### src/rtl/core/rgct_pkg.sv
// shared types and constants for the 3-d grid cell traversal core
// no dependencies; imported by every module of the core
`default_nettype none

package rgct_pkg;

  localparam int MAX_CELLS = 64;
  localparam int CNT_W = $clog2(MAX_CELLS + 1);

  localparam int ORG_W = 32;
  localparam int DIR_W = 16;
  localparam int MD_W = 31;
  localparam int SIZE_W = 29;
  localparam int CELL_W = 17;
  localparam int FRAC_W = 15;
  localparam int DVD_W = SIZE_W + FRAC_W;
  localparam int T_W = DVD_W + CNT_W;

  localparam logic [SIZE_W-1:0] SIZE_MIN = SIZE_W'(65536);
  localparam logic [SIZE_W-1:0] SIZE_MAX = SIZE_W'(268435456);
  localparam logic [SIZE_W-1:0] SIZE_RST = SIZE_W'(1048576);

  // setup division sequence
  localparam int OP_W = 4;
  localparam logic [OP_W-1:0] OP_FX = 4'd0;
  localparam logic [OP_W-1:0] OP_FY = 4'd1;
  localparam logic [OP_W-1:0] OP_FZ = 4'd2;
  localparam logic [OP_W-1:0] OP_MD = 4'd3;
  localparam logic [OP_W-1:0] OP_TMX = 4'd4;
  localparam logic [OP_W-1:0] OP_TMY = 4'd5;
  localparam logic [OP_W-1:0] OP_TMZ = 4'd6;
  localparam logic [OP_W-1:0] OP_TDX = 4'd7;
  localparam logic [OP_W-1:0] OP_TDY = 4'd8;
  localparam logic [OP_W-1:0] OP_TDZ = 4'd9;
  localparam logic [OP_W-1:0] OP_LAST = OP_TDZ;

  typedef struct packed {
    logic            load_ray;
    logic            start_div;
    logic            capture;
    logic [OP_W-1:0] op;
    logic            walk;
  } rgct_cmd_t;

  typedef struct packed {
    logic div_done;
    logic walk_done;
  } rgct_sts_t;

endpackage

`default_nettype wire

### src/rtl/core/rgct_div.sv
// restoring unsigned divider, one quotient bit per cycle
// uses rgct_pkg widths
`default_nettype none

module rgct_div
  import rgct_pkg::*;
(
  input  wire logic              clk,
  input  wire logic              rst,
  input  wire logic              start,
  input  wire logic [DVD_W-1:0]  dividend,
  input  wire logic [SIZE_W-1:0] divisor,
  output logic [DVD_W-1:0]       quotient,
  output logic [SIZE_W-1:0]      remainder,
  output logic                   done
);

  localparam int DC_W = $clog2(DVD_W + 1);

  logic [DVD_W-1:0]  dvd;
  logic [SIZE_W-1:0] rem;
  logic [SIZE_W-1:0] dsr;
  logic [DC_W-1:0]   cnt;
  logic              busy;
  logic [SIZE_W:0]   sh;
  logic              fit;

  assign sh = {rem, dvd[DVD_W-1]};
  assign fit = sh >= {1'b0, dsr};

  always_ff @(posedge clk) begin
    if (rst) begin
      busy <= 1'b0;
      done <= 1'b0;
      cnt <= '0;
    end else begin
      done <= 1'b0;
      if (start) begin
        busy <= 1'b1;
        cnt <= DC_W'(DVD_W);
      end else if (busy) begin
        cnt <= cnt - 1'b1;
        if (cnt == DC_W'(1)) begin
          busy <= 1'b0;
          done <= 1'b1;
        end
      end
    end
  end

  always_ff @(posedge clk) begin
    if (start) begin
      dvd <= dividend;
      rem <= '0;
      dsr <= divisor;
    end else if (busy) begin
      dvd <= {dvd[DVD_W-2:0], fit};
      rem <= fit ? SIZE_W'(sh - {1'b0, dsr}) : sh[SIZE_W-1:0];
    end
  end

  assign quotient = dvd;
  assign remainder = rem;

endmodule

`default_nettype wire

### src/rtl/core/rgct_ctrl.sv
// controller: ray setup division sequence, then the cell walk
// uses rgct_pkg command and status types
`default_nettype none

module rgct_ctrl
  import rgct_pkg::*;
(
  input  wire logic clk,
  input  wire logic rst,
  input  wire logic in_valid,
  output logic      in_ready,
  input  rgct_sts_t sts,
  output rgct_cmd_t cmd
);

  typedef enum logic [3:0] {
    ST_IDLE  = 4'b0001,
    ST_START = 4'b0010,
    ST_WAIT  = 4'b0100,
    ST_WALK  = 4'b1000
  } state_t;

  state_t          state, state_next;
  logic [OP_W-1:0] op, op_next;

  always_comb begin
    state_next = state;
    op_next = op;
    cmd = '0;
    cmd.op = op;
    unique case (state)
      ST_IDLE: begin
        if (in_valid) begin
          cmd.load_ray = 1'b1;
          op_next = OP_FX;
          state_next = ST_START;
        end
      end
      ST_START: begin
        cmd.start_div = 1'b1;
        state_next = ST_WAIT;
      end
      ST_WAIT: begin
        if (sts.div_done) begin
          cmd.capture = 1'b1;
          if (op == OP_LAST) begin
            state_next = ST_WALK;
          end else begin
            op_next = op + 1'b1;
            state_next = ST_START;
          end
        end
      end
      ST_WALK: begin
        cmd.walk = 1'b1;
        if (sts.walk_done) state_next = ST_IDLE;
      end
      default: state_next = ST_IDLE;
    endcase
  end

  assign in_ready = (state == ST_IDLE);

  always_ff @(posedge clk) begin
    if (rst) begin
      state <= ST_IDLE;
      op <= OP_FX;
    end else begin
      state <= state_next;
      op <= op_next;
    end
  end

endmodule

`default_nettype wire

### src/rtl/core/rgct_dp.sv
// datapath: ray registers, setup operand mux, dda walk and output word register
// uses rgct_pkg, instantiates rgct_div
`default_nettype none

module rgct_dp
  import rgct_pkg::*;
(
  input  wire logic              clk,
  input  wire logic              rst,
  input  rgct_cmd_t              cmd,
  output rgct_sts_t              sts,
  input  wire logic [SIZE_W-1:0] size,
  input  wire logic [ORG_W-1:0]  origin_x,
  input  wire logic [ORG_W-1:0]  origin_y,
  input  wire logic [ORG_W-1:0]  origin_z,
  input  wire logic [DIR_W-1:0]  dir_x,
  input  wire logic [DIR_W-1:0]  dir_y,
  input  wire logic [DIR_W-1:0]  dir_z,
  input  wire logic [MD_W-1:0]   max_distance,
  output logic                   out_valid,
  input  wire logic              out_ready,
  output logic [CELL_W-1:0]      cell_x,
  output logic [CELL_W-1:0]      cell_y,
  output logic [CELL_W-1:0]      cell_z,
  output logic                   last
);

  logic [ORG_W-1:0]  org [3];
  logic [DIR_W-1:0]  dir [3];
  logic [MD_W-1:0]   md;
  logic [CELL_W-1:0] cidx [3];
  logic [SIZE_W-1:0] rem [3];
  logic [T_W-1:0]    tmax [3];
  logic [DVD_W-1:0]  tdel [3];
  logic [CNT_W-1:0]  limit;
  logic [CNT_W-1:0]  n;
  logic [2:0]        mv;

  logic [DVD_W-1:0]  dvd;
  logic [SIZE_W-1:0] dsr;
  logic [DVD_W-1:0]  quo;
  logic [SIZE_W-1:0] rmd;
  logic              div_done;
  logic [1:0]        ax;
  logic [ORG_W-1:0]  org_abs;
  logic [DIR_W-1:0]  mag;
  logic [SIZE_W-1:0] diff;

  always_comb begin
    ax = 2'd0;
    unique case (cmd.op)
      OP_FY, OP_TMY, OP_TDY: ax = 2'd1;
      OP_FZ, OP_TMZ, OP_TDZ: ax = 2'd2;
      default: ax = 2'd0;
    endcase
  end

  assign org_abs = org[ax][ORG_W-1] ? (~org[ax] + 1'b1) : org[ax];
  assign mag = dir[ax][DIR_W-1] ? (~dir[ax] + 1'b1) : dir[ax];
  assign diff = dir[ax][DIR_W-1] ? rem[ax] : (size - rem[ax]);

  always_comb begin
    dvd = DVD_W'(org_abs);
    dsr = size;
    unique case (cmd.op)
      OP_FX, OP_FY, OP_FZ: dvd = DVD_W'(org_abs);
      OP_MD: dvd = DVD_W'(md);
      OP_TMX, OP_TMY, OP_TMZ: begin
        dvd = {diff, FRAC_W'(0)};
        dsr = SIZE_W'(mag);
      end
      OP_TDX, OP_TDY, OP_TDZ: begin
        dvd = {size, FRAC_W'(0)};
        dsr = SIZE_W'(mag);
      end
      default: dvd = DVD_W'(org_abs);
    endcase
  end

  rgct_div u_div (
    .clk       (clk),
    .rst       (rst),
    .start     (cmd.start_div),
    .dividend  (dvd),
    .divisor   (dsr),
    .quotient  (quo),
    .remainder (rmd),
    .done      (div_done)
  );

  // axis selection, ties to y then z
  logic       e01, e02, e12;
  logic [1:0] a;
  logic       stop;
  logic       step;

  assign e01 = mv[0] && (!mv[1] || tmax[0] < tmax[1]);
  assign e02 = mv[0] && (!mv[2] || tmax[0] < tmax[2]);
  assign e12 = mv[1] && (!mv[2] || tmax[1] < tmax[2]);

  always_comb begin
    priority if (e01 && e02) a = 2'd0;
    else if (e12) a = 2'd1;
    else a = 2'd2;
  end

  assign stop = !mv[a] || (tmax[a] > T_W'(md)) || ((n + 1'b1) >= limit);
  assign step = cmd.walk && (!out_valid || out_ready);
  assign sts = '{div_done: div_done, walk_done: (step && stop)};

  always_ff @(posedge clk) begin
    if (cmd.load_ray) begin
      org[0] <= origin_x;
      org[1] <= origin_y;
      org[2] <= origin_z;
      dir[0] <= dir_x;
      dir[1] <= dir_y;
      dir[2] <= dir_z;
      md <= max_distance;
      n <= '0;
    end
    if (cmd.capture) begin
      unique case (cmd.op)
        OP_FX, OP_FY, OP_FZ: begin
          if (!org[ax][ORG_W-1]) begin
            cidx[ax] <= quo[CELL_W-1:0];
            rem[ax] <= rmd;
          end else if (rmd == '0) begin
            cidx[ax] <= ~quo[CELL_W-1:0] + 1'b1;
            rem[ax] <= '0;
          end else begin
            cidx[ax] <= ~quo[CELL_W-1:0];
            rem[ax] <= size - rmd;
          end
        end
        OP_MD: begin
          if (quo > DVD_W'(MAX_CELLS - 3)) limit <= CNT_W'(MAX_CELLS);
          else limit <= CNT_W'(quo) + CNT_W'(3);
        end
        OP_TMX, OP_TMY, OP_TMZ: tmax[ax] <= T_W'(quo);
        OP_TDX, OP_TDY, OP_TDZ: tdel[ax] <= quo;
        default: ;
      endcase
    end
    if (step) begin
      cell_x <= cidx[0];
      cell_y <= cidx[1];
      cell_z <= cidx[2];
      last <= stop;
      n <= n + 1'b1;
      if (mv[a]) begin
        cidx[a] <= dir[a][DIR_W-1] ? (cidx[a] - 1'b1) : (cidx[a] + 1'b1);
        tmax[a] <= tmax[a] + T_W'(tdel[a]);
      end
    end
  end

  always_comb begin
    mv[0] = dir[0] != '0;
    mv[1] = dir[1] != '0;
    mv[2] = dir[2] != '0;
  end

  always_ff @(posedge clk) begin
    if (rst) begin
      out_valid <= 1'b0;
    end else if (step) begin
      out_valid <= 1'b1;
    end else if (out_ready) begin
      out_valid <= 1'b0;
    end
  end

endmodule

`default_nettype wire

### src/rtl/core/ray_grid_cell_traversal_3d_core.sv
// top level of the 3-d grid cell traversal core
// uses rgct_pkg, instantiates rgct_ctrl and rgct_dp
`default_nettype none

// Takes one ray per input word and emits the grid cells it crosses, one output
// word per cell, last set on the final one. A ray is set up with ten serial
// divisions on one shared one-bit-per-cycle divider (three cell floors, the
// distance limit, three first crossings, three per-cell increments); the walk
// then emits one cell per cycle while the output is taken. A ray yields at most
// 64 cells. A new ray is taken once the last cell is in the output register.
// cell_size is written through the cfg channel; the user must write it only
// while idle, as the block itself does not enforce this. Values outside
// 65536..268435456 are clamped.
module ray_grid_cell_traversal_3d_core
  import rgct_pkg::*;
(
  input  wire logic              clk,
  input  wire logic              rst,
  input  wire logic              cfg_valid,
  output logic                   cfg_ready,
  input  wire logic [SIZE_W-1:0] cfg_data,
  input  wire logic              in_valid,
  output logic                   in_ready,
  input  wire logic [ORG_W-1:0]  origin_x,
  input  wire logic [ORG_W-1:0]  origin_y,
  input  wire logic [ORG_W-1:0]  origin_z,
  input  wire logic [DIR_W-1:0]  dir_x,
  input  wire logic [DIR_W-1:0]  dir_y,
  input  wire logic [DIR_W-1:0]  dir_z,
  input  wire logic [MD_W-1:0]   max_distance,
  output logic                   out_valid,
  input  wire logic              out_ready,
  output logic [CELL_W-1:0]      cell_x,
  output logic [CELL_W-1:0]      cell_y,
  output logic [CELL_W-1:0]      cell_z,
  output logic                   last
);

  logic [SIZE_W-1:0] cell_size;
  logic [SIZE_W-1:0] size;
  rgct_cmd_t         cmd;
  rgct_sts_t         sts;

  assign cfg_ready = 1'b1;

  always_ff @(posedge clk) begin
    if (rst) begin
      cell_size <= SIZE_RST;
    end else if (cfg_valid) begin
      cell_size <= cfg_data;
    end
  end

  assign size = (cell_size < SIZE_MIN) ? SIZE_MIN :
                (cell_size > SIZE_MAX) ? SIZE_MAX : cell_size;

  rgct_ctrl u_ctrl (
    .clk      (clk),
    .rst      (rst),
    .in_valid (in_valid),
    .in_ready (in_ready),
    .sts      (sts),
    .cmd      (cmd)
  );

  rgct_dp u_dp (
    .clk          (clk),
    .rst          (rst),
    .cmd          (cmd),
    .sts          (sts),
    .size         (size),
    .origin_x     (origin_x),
    .origin_y     (origin_y),
    .origin_z     (origin_z),
    .dir_x        (dir_x),
    .dir_y        (dir_y),
    .dir_z        (dir_z),
    .max_distance (max_distance),
    .out_valid    (out_valid),
    .out_ready    (out_ready),
    .cell_x       (cell_x),
    .cell_y       (cell_y),
    .cell_z       (cell_z),
    .last         (last)
  );

endmodule

`default_nettype wire
### config.mk
export PLATFORM = sky130hd
export DESIGN_NAME = ray_grid_cell_traversal_3d_core
export DESIGN_NICKNAME = d
export VERILOG_FILES = /design/src/rtl/core/rgct_pkg.sv /design/src/rtl/core/rgct_div.sv /design/src/rtl/core/rgct_ctrl.sv /design/src/rtl/core/rgct_dp.sv /design/src/rtl/core/ray_grid_cell_traversal_3d_core.sv
export SDC_FILE = /design/constraint.sdc
export NUM_CORES = 2
export LEC_CHECK = 0
export BUFFER_PORTS_ARGS = -buffer_cell sky130_fd_sc_hd__buf_2
export CORE_ASPECT_RATIO = 1.2
export CORE_MARGIN = 2
export CORE_UTILIZATION = 50
export DETAILED_ROUTE_END_ITERATION = 8
export PLACE_DENSITY = 0.71
export RECOVER_POWER = 50
export SKIP_CTS_REPAIR_TIMING = 1
export SYNTH_ARGS = -nofsm -noshare
export SYNTH_HDL_FRONTEND = slang
export SYNTH_HIERARCHICAL = 1
export SYNTH_SLANG_ARGS = --single-unit
### constraint.sdc
create_clock -name clk -period 7.1 [get_ports clk]
set_input_delay 0.355 -clock clk [delete_from_list [all_inputs] [get_ports clk]]
set_output_delay 0.355 -clock clk [all_outputs]
set_load 0.1 [all_outputs]
======== Word level (Yosys, flattened, before mapping) ========
Memory sizes are Yosys's and may differ from the RTL's. A register that Yosys moved wholly into a read port is not among the register bits.
Cells that the tools add are included.
word-level totals
  memories ................................ 6
  latch bits .............................. 0
  word-level logic and storage cells ...... 185
  flip-flop bits (word level) ............. 194
  memory bits (read-only) ................. 0
  bits of input ports ..................... 209
  output and inout bits ................... 55
  bits in writable memories ............... 567
operators by class
  order comparisons ....................... 10
  shift operators ......................... 0
  reduce and logical (&&, ||, !) cells .... 38
  add/subtract/negate cells ............... 13
  bitwise gates (word level) .............. 8
  divide/modulo/power cells ............... 0
  eq/ne operators ......................... 18
  multiply operators ...................... 0
  muxes and demuxes ....................... 76
memory list
  name       depth  width  read ports  clocked after memory_dff  write ports  line           source
  u_dp.tmax  3      51     4           0                         1            rgct_dp.sv:33  logic [T_W-1:0] tmax [3];
  u_dp.tdel  3      44     1           0                         1            rgct_dp.sv:34  logic [DVD_W-1:0] tdel [3];
  u_dp.org   3      32     1           0                         3            rgct_dp.sv:28  logic [ORG_W-1:0] org [3];
  u_dp.rem   3      29     1           0                         1            rgct_dp.sv:32  logic [SIZE_W-1:0] rem [3];
  u_dp.cidx  3      17     4           3                         1            rgct_dp.sv:31  logic [CELL_W-1:0] cidx [3];
  u_dp.dir   3      16     5           0                         3            rgct_dp.sv:29  logic [DIR_W-1:0] dir [3];
operators with widths
  cell                     count
  $mux W29                 6
  $lt A51 B51 Y1           3
  $pmux W44 S3             1
  $mux W44                 2
  $sub A29 B29 Y29         3
  $mux W17                 4
  $add A51 B44 Y51         1
  $gt A51 B31 Y1           1
  $mux W51                 1
  $reduce_or A51 Y1        1
  $reduce_bool A16 Y1      3
  $gt A44 B6 Y1 const B    1
  $mux W1                  40
  $add A17 B1 Y17 const B  2
  $add A32 B1 Y32 const B  1
  $mux W16                 2
  $mux W32                 1
  $not A32 Y32             1
  $ge A30 B29 Y1           1
  $gt A29 B29 Y1 const B   1
  $logic_not A29 Y1        1
  $lt A29 B17 Y1 const B   1
  $mux W4                  7
  $eq A4 B3 Y1 const B     5
  37 further kinds         73

======== Logic depth before layout (Yosys ltp) ========
An unclocked memory read counts as a cell.
  word-level depth ........................ 15
  mapped depth ............................ 33
  mapped depth without buffers ............ 29

======== Cells and area by module ========
Netlist, hierarchy kept.
by module, submodules not included
  module                           times used  cells an instance  seq. area each (sq um)  area each (sq um)
  rgct_dp                          1           3790               19959.1                 39933.3
  rgct_div                         1           577                2932.8                  6050.8
  ray_grid_cell_traversal_3d_core  1           141                580.6                   1310.0
  rgct_ctrl                        1           57                 160.2                   484.2

======== Worst setup path after synthesis ========
No wires, ideal clock.
  kind .................................... reg-to-reg
  start ................................... register u_ctrl.state[2]
  end ..................................... register u_dp.n[0], enable pin
  required time ........................... 6.770 ns
  path slack .............................. -1.665 ns
  stages on the path, launching flop included .. 5
  buffers on the path ..................... 1
  period minus slack after synthesis ...... 8.765 ns
  arrival time ............................ 8.435 ns
  setup time .............................. 0.330 ns
  cells stage by stage .................... dfxtp_1 > buf_2 > nor4b_1 > and2_1 > nand2b_1
RTL lines
  element                 line             source
  start, declared         rgct_ctrl.sv:23  state_t state, state_next;
  start signal, assigned  rgct_ctrl.sv:69  state <= state_next;
  end signal, assigned    rgct_dp.sv:150   n <= n + 1'b1;
  end, declared           rgct_dp.sv:36    logic [CNT_W-1:0] n;

==> flow_summary_export.csv <==
group,metric,value,unit
run_status,outcome,"finished with violations",
run_status,violations,"negative hold slack, max-capacitance violations, max-slew violations",
pwr,power,12860,uW
timing,final.setup.tns,0,ps
hold_path,min_from,"cfg_data[4]",
synthesis,syn_inst,4565,
synthesis,synth_top_family_by_area,"compound AO/OA/AOI/OAI gates",
global_route,gr-total-overflow,0,
cts,cts_tree,"done",
global_route,grt_pass1_vias,36169,
placement,numPortBuffers,262,
cts,cts.sinks,812,
timing,fin_crit,6737,ps
placement,hpwlAfterDp,104500,um
setup_path,cpMaxStageDelayCell,"edfxtp_1",
drt,drt_wl_total,147400,um
synthesis,synthMuxAreaShare,5.295,%
finish,final_common_cell,"edfxtp_1",
synthesis,synth_compound_area_share,15.06,%
synthesis,synthArstFlopShare,0,%
setup_path,cp-start-kind,"flip-flop",
pwr,ir_drop,0.2315,mV
setup_path,worst_path_dominant_cell_family,"compound AO/OA/AOI/OAI gates",
setup_path,cpMostUsedCell,"buf_4",
floorplanning,ios,264,
timing,maxSlewHeadroom,-108.5,%
cts,clock_latency,690,ps
pwr,p_per_area,230.7,nW/um^2
finish,nFillCells,7824,
synthesis,yosys_most_used_dff,"edfxtp_1",
cts,cts_inserted_buffers,84,
drt,drt-initial-drc-count,3616,
synthesis,syn_nets,5120,
synthesis,synthAdderAreaFrac,9.139,%
floorplanning,rows,124,
synthesis,ys_ff_latch,812,
timing,finalHoldWorstSlack,-44.84,ps
timing,finalHoldViolations,2,
synthesis,synth_cell_types,114,
synthesis,synth-simple-area-share,13.25,%
hold_path,min_path_type,"input port to flip-flop",
finish,final_cell_mix,"edfxtp_1, nand2_1, ha_1, a21oi_1, o21ai_0",
global_route,gr-usage-all-layers,28.36,%
synthesis,synth_area,47780,sq um
drt,drc_errors,0,
floorplanning,die-area,98060,sq um
synthesis,synth_warnings,6,
finish,nNetsFinal,5603,
timing,fmax,148.4,MHz
synthesis,ys_seq_area_share,49.46,%
drt,viasPerCell,5.978,
cts,cts_max_level,3,
timing,setup_viol,0,
cts,cts_buffer_depth,3,
setup_path,crit_path_max_fanout,13,
global_route,grt_max_degree,120,
synthesis,synth_edf_count,737,
floorplanning,initial_core_util,50.32,%
flow_run,cap_violations,12,
floorplanning,core,94950,sq um
cts,path_clk_slew,70,ps
timing,fin_crit_sh,94.89,%
global_route,grt_first_pass_wirelength,212800,um
setup_path,crit_start,"u_dp/tmax[0][29]$_DFFE_PP_",
placement,dpl_worst_slack,-111.9,ps
finish,drive_gt1_share,12.08,%
drt,ant_nets,0,
global_route,antenna_found_initial,5,
drt,vias,38133,
drt,wl_per_cell,23.10,um
setup_path,r2r-start,"u_dp/tmax[0][29]$_DFFE_PP_",
drt,firstDrtPassIters,6,
placement,place.gp.congestion,0.9650,
timing,tightest_slew,3127,ps
setup_path,crit_buf_inv,4,
floorplanning,fp.dieW,286.2,um
setup_path,arrival,7070,ps
finish,synthToLayoutAreaGrowth,16.66,%
setup_path,crit_path_end_kind,"flip-flop",
timing,rsz0062_at_grt,"false",
setup_path,critical_path_class,"flip-flop to flip-flop",
timing,skew,62.83,ps
setup_path,cpPeakStageDelay,440,ps
synthesis,postSynthAreaPerCell,10.47,sq um
floorplanning,die_y,342.6,um
timing,slew_violations,531,
setup_path,crit_required,7440,ps
cts,root_buffer,"clkbuf_16",
setup_path,r2r_slack,360,ps
timing,setup_ws,363.1,ps
synthesis,synthXorXnorAreaFrac,3.721,%
pwr,p_leak,0.02214,uW
==> cells in the mapped netlist, drive strengths merged (8+ instances only) <==
| cell type | n | area share (%) |
|---|---|---|
| a2111oi | 9 | 0.26 |
| a211o | 11 | 0.20 |
| a211oi | 33 | 0.55 |
| a21boi | 11 | 0.17 |
| a21o | 92 | 1.4 |
| a21oi | 341 | 3.6 |
| a221oi | 16 | 0.32 |
| a222oi | 16 | 0.34 |
| a22o | 47 | 0.86 |
| a22oi | 27 | 0.45 |
| a31oi | 17 | 0.22 |
| and2 | 73 | 0.97 |
| and3 | 23 | 0.31 |
| buf | 76 | 1.0 |
| clkbuf | 126 | 0.99 |
| dfxtp | 75 | 3.1 |
| edfxtp | 737 | 46 |
| ha | 341 | 8.9 |
| inv | 264 | 2.1 |
| mux2 | 91 | 2.1 |
| mux2i | 150 | 3.2 |
| nand2 | 582 | 4.6 |
| nand2b | 32 | 0.42 |
| nand3 | 63 | 0.67 |
| nand4 | 54 | 0.71 |
| nor2 | 307 | 2.4 |
| nor2b | 33 | 0.45 |
| nor3 | 66 | 0.74 |
| nor4 | 49 | 0.65 |
| nor4b | 9 | 0.16 |
| o211ai | 22 | 0.35 |
| o21a | 21 | 0.35 |
| o21ai | 361 | 3.8 |
| o21bai | 17 | 0.27 |
| o311ai | 9 | 0.20 |
| o31a | 11 | 0.20 |
| o31ai | 21 | 0.36 |
| o41ai | 8 | 0.16 |
| or2 | 12 | 0.16 |
| or3 | 18 | 0.24 |
| or4 | 9 | 0.15 |
| xnor2 | 118 | 2.2 |
| xor2 | 85 | 1.6 |
==> path summary, 6_finish.rpt <==
path | depth (start not counted) | end
min | 3 | cell_size[4]$_SDFFE_PP0P_
min reg2reg | 0 | u_dp/cell_z[3]$_DFFE_PP_
max | 28 | u_dp/tmax[1][48]$_SDFFCE_PN0P_
max reg2reg | 28 | u_dp/tmax[1][48]$_SDFFCE_PN0P_
==> per-layer routing <==
metal,track usage [%],vias to the layer above,share of wire (%)
met4,13.84,0,5.6
met3,3.258,403,6.7
met1,34.59,18321,38
li1,-,17733,-
met2,49.88,1676,50
met5,0,-,0
==> power breakdown <==
group / switching (uW) / internal [uW] / total, uW
clock: 1980 / 2730 / 4710
combinational: 1430 / 996 / 2420
sequential: 254 / 5470 / 5730
total: 3660 / 9200 / 12900
==> sequential cells by signal, indices dropped and copies added (netlist names), 4 cells and up <==
signal	cells
u_dp/org	96
u_ctrl/state	4
u_dp/cell_x	17
u_dp/u_div/cnt	6
u_dp/tmax	153
u_ctrl/op	4
cell_size	29
u_dp/u_div/quotient	44
u_dp/tdel	132
u_dp/n	7
u_dp/md	31
u_dp/u_div/remainder	29
u_dp/cell_z	17
u_dp/limit	7
u_dp/rem	87
u_dp/cell_y	17
u_dp/dir	48
u_dp/cidx	51
u_dp/u_div/dsr	29
==> kinds of logic after synthesis <==
group | count (synthesis)
buf+inv | 466
compound gates | 1137
other cells | 1
simple gates | 1359
fa+ha+maj | 346
flops | 812
xor+xnor | 203
mux | 241
==> worst min-delay path: stages <==
cell,delay (ps)
buf_2,100
mux2i_1,60
nor2_1,70
==> final cells by class <==
type / count / area, sq um / area share, %
multi-input combinational: 3288 / 22360 / 40.12
clock buffer: 108 / 2273 / 4.079
sequential: 812 / 23630 / 42.40
clock inverter: 47 / 661.9 / 1.187
tap: 1260 / 1577 / 2.828
antenna: 2 / 5.005 / 0.008979
inverter: 264 / 991.0 / 1.778
timing repair buffer: 598 / 4234 / 7.596
==> per-stage QoR <==
stage                     utilization [%]  instances  hold WS (ps)  cell area, sq um
after floorplan                         -       4565         424.1             47780
after global placement              53.63       6016         433.0             50920
after detailed placement            53.63       6016         435.9             50920
after CTS                           56.72       6171        -189.1             53860
after global routing                58.70       6379         1.557             55740
final                               58.70       6379        -44.84             55740
Note: power is estimated with default switching activity, not from simulation.
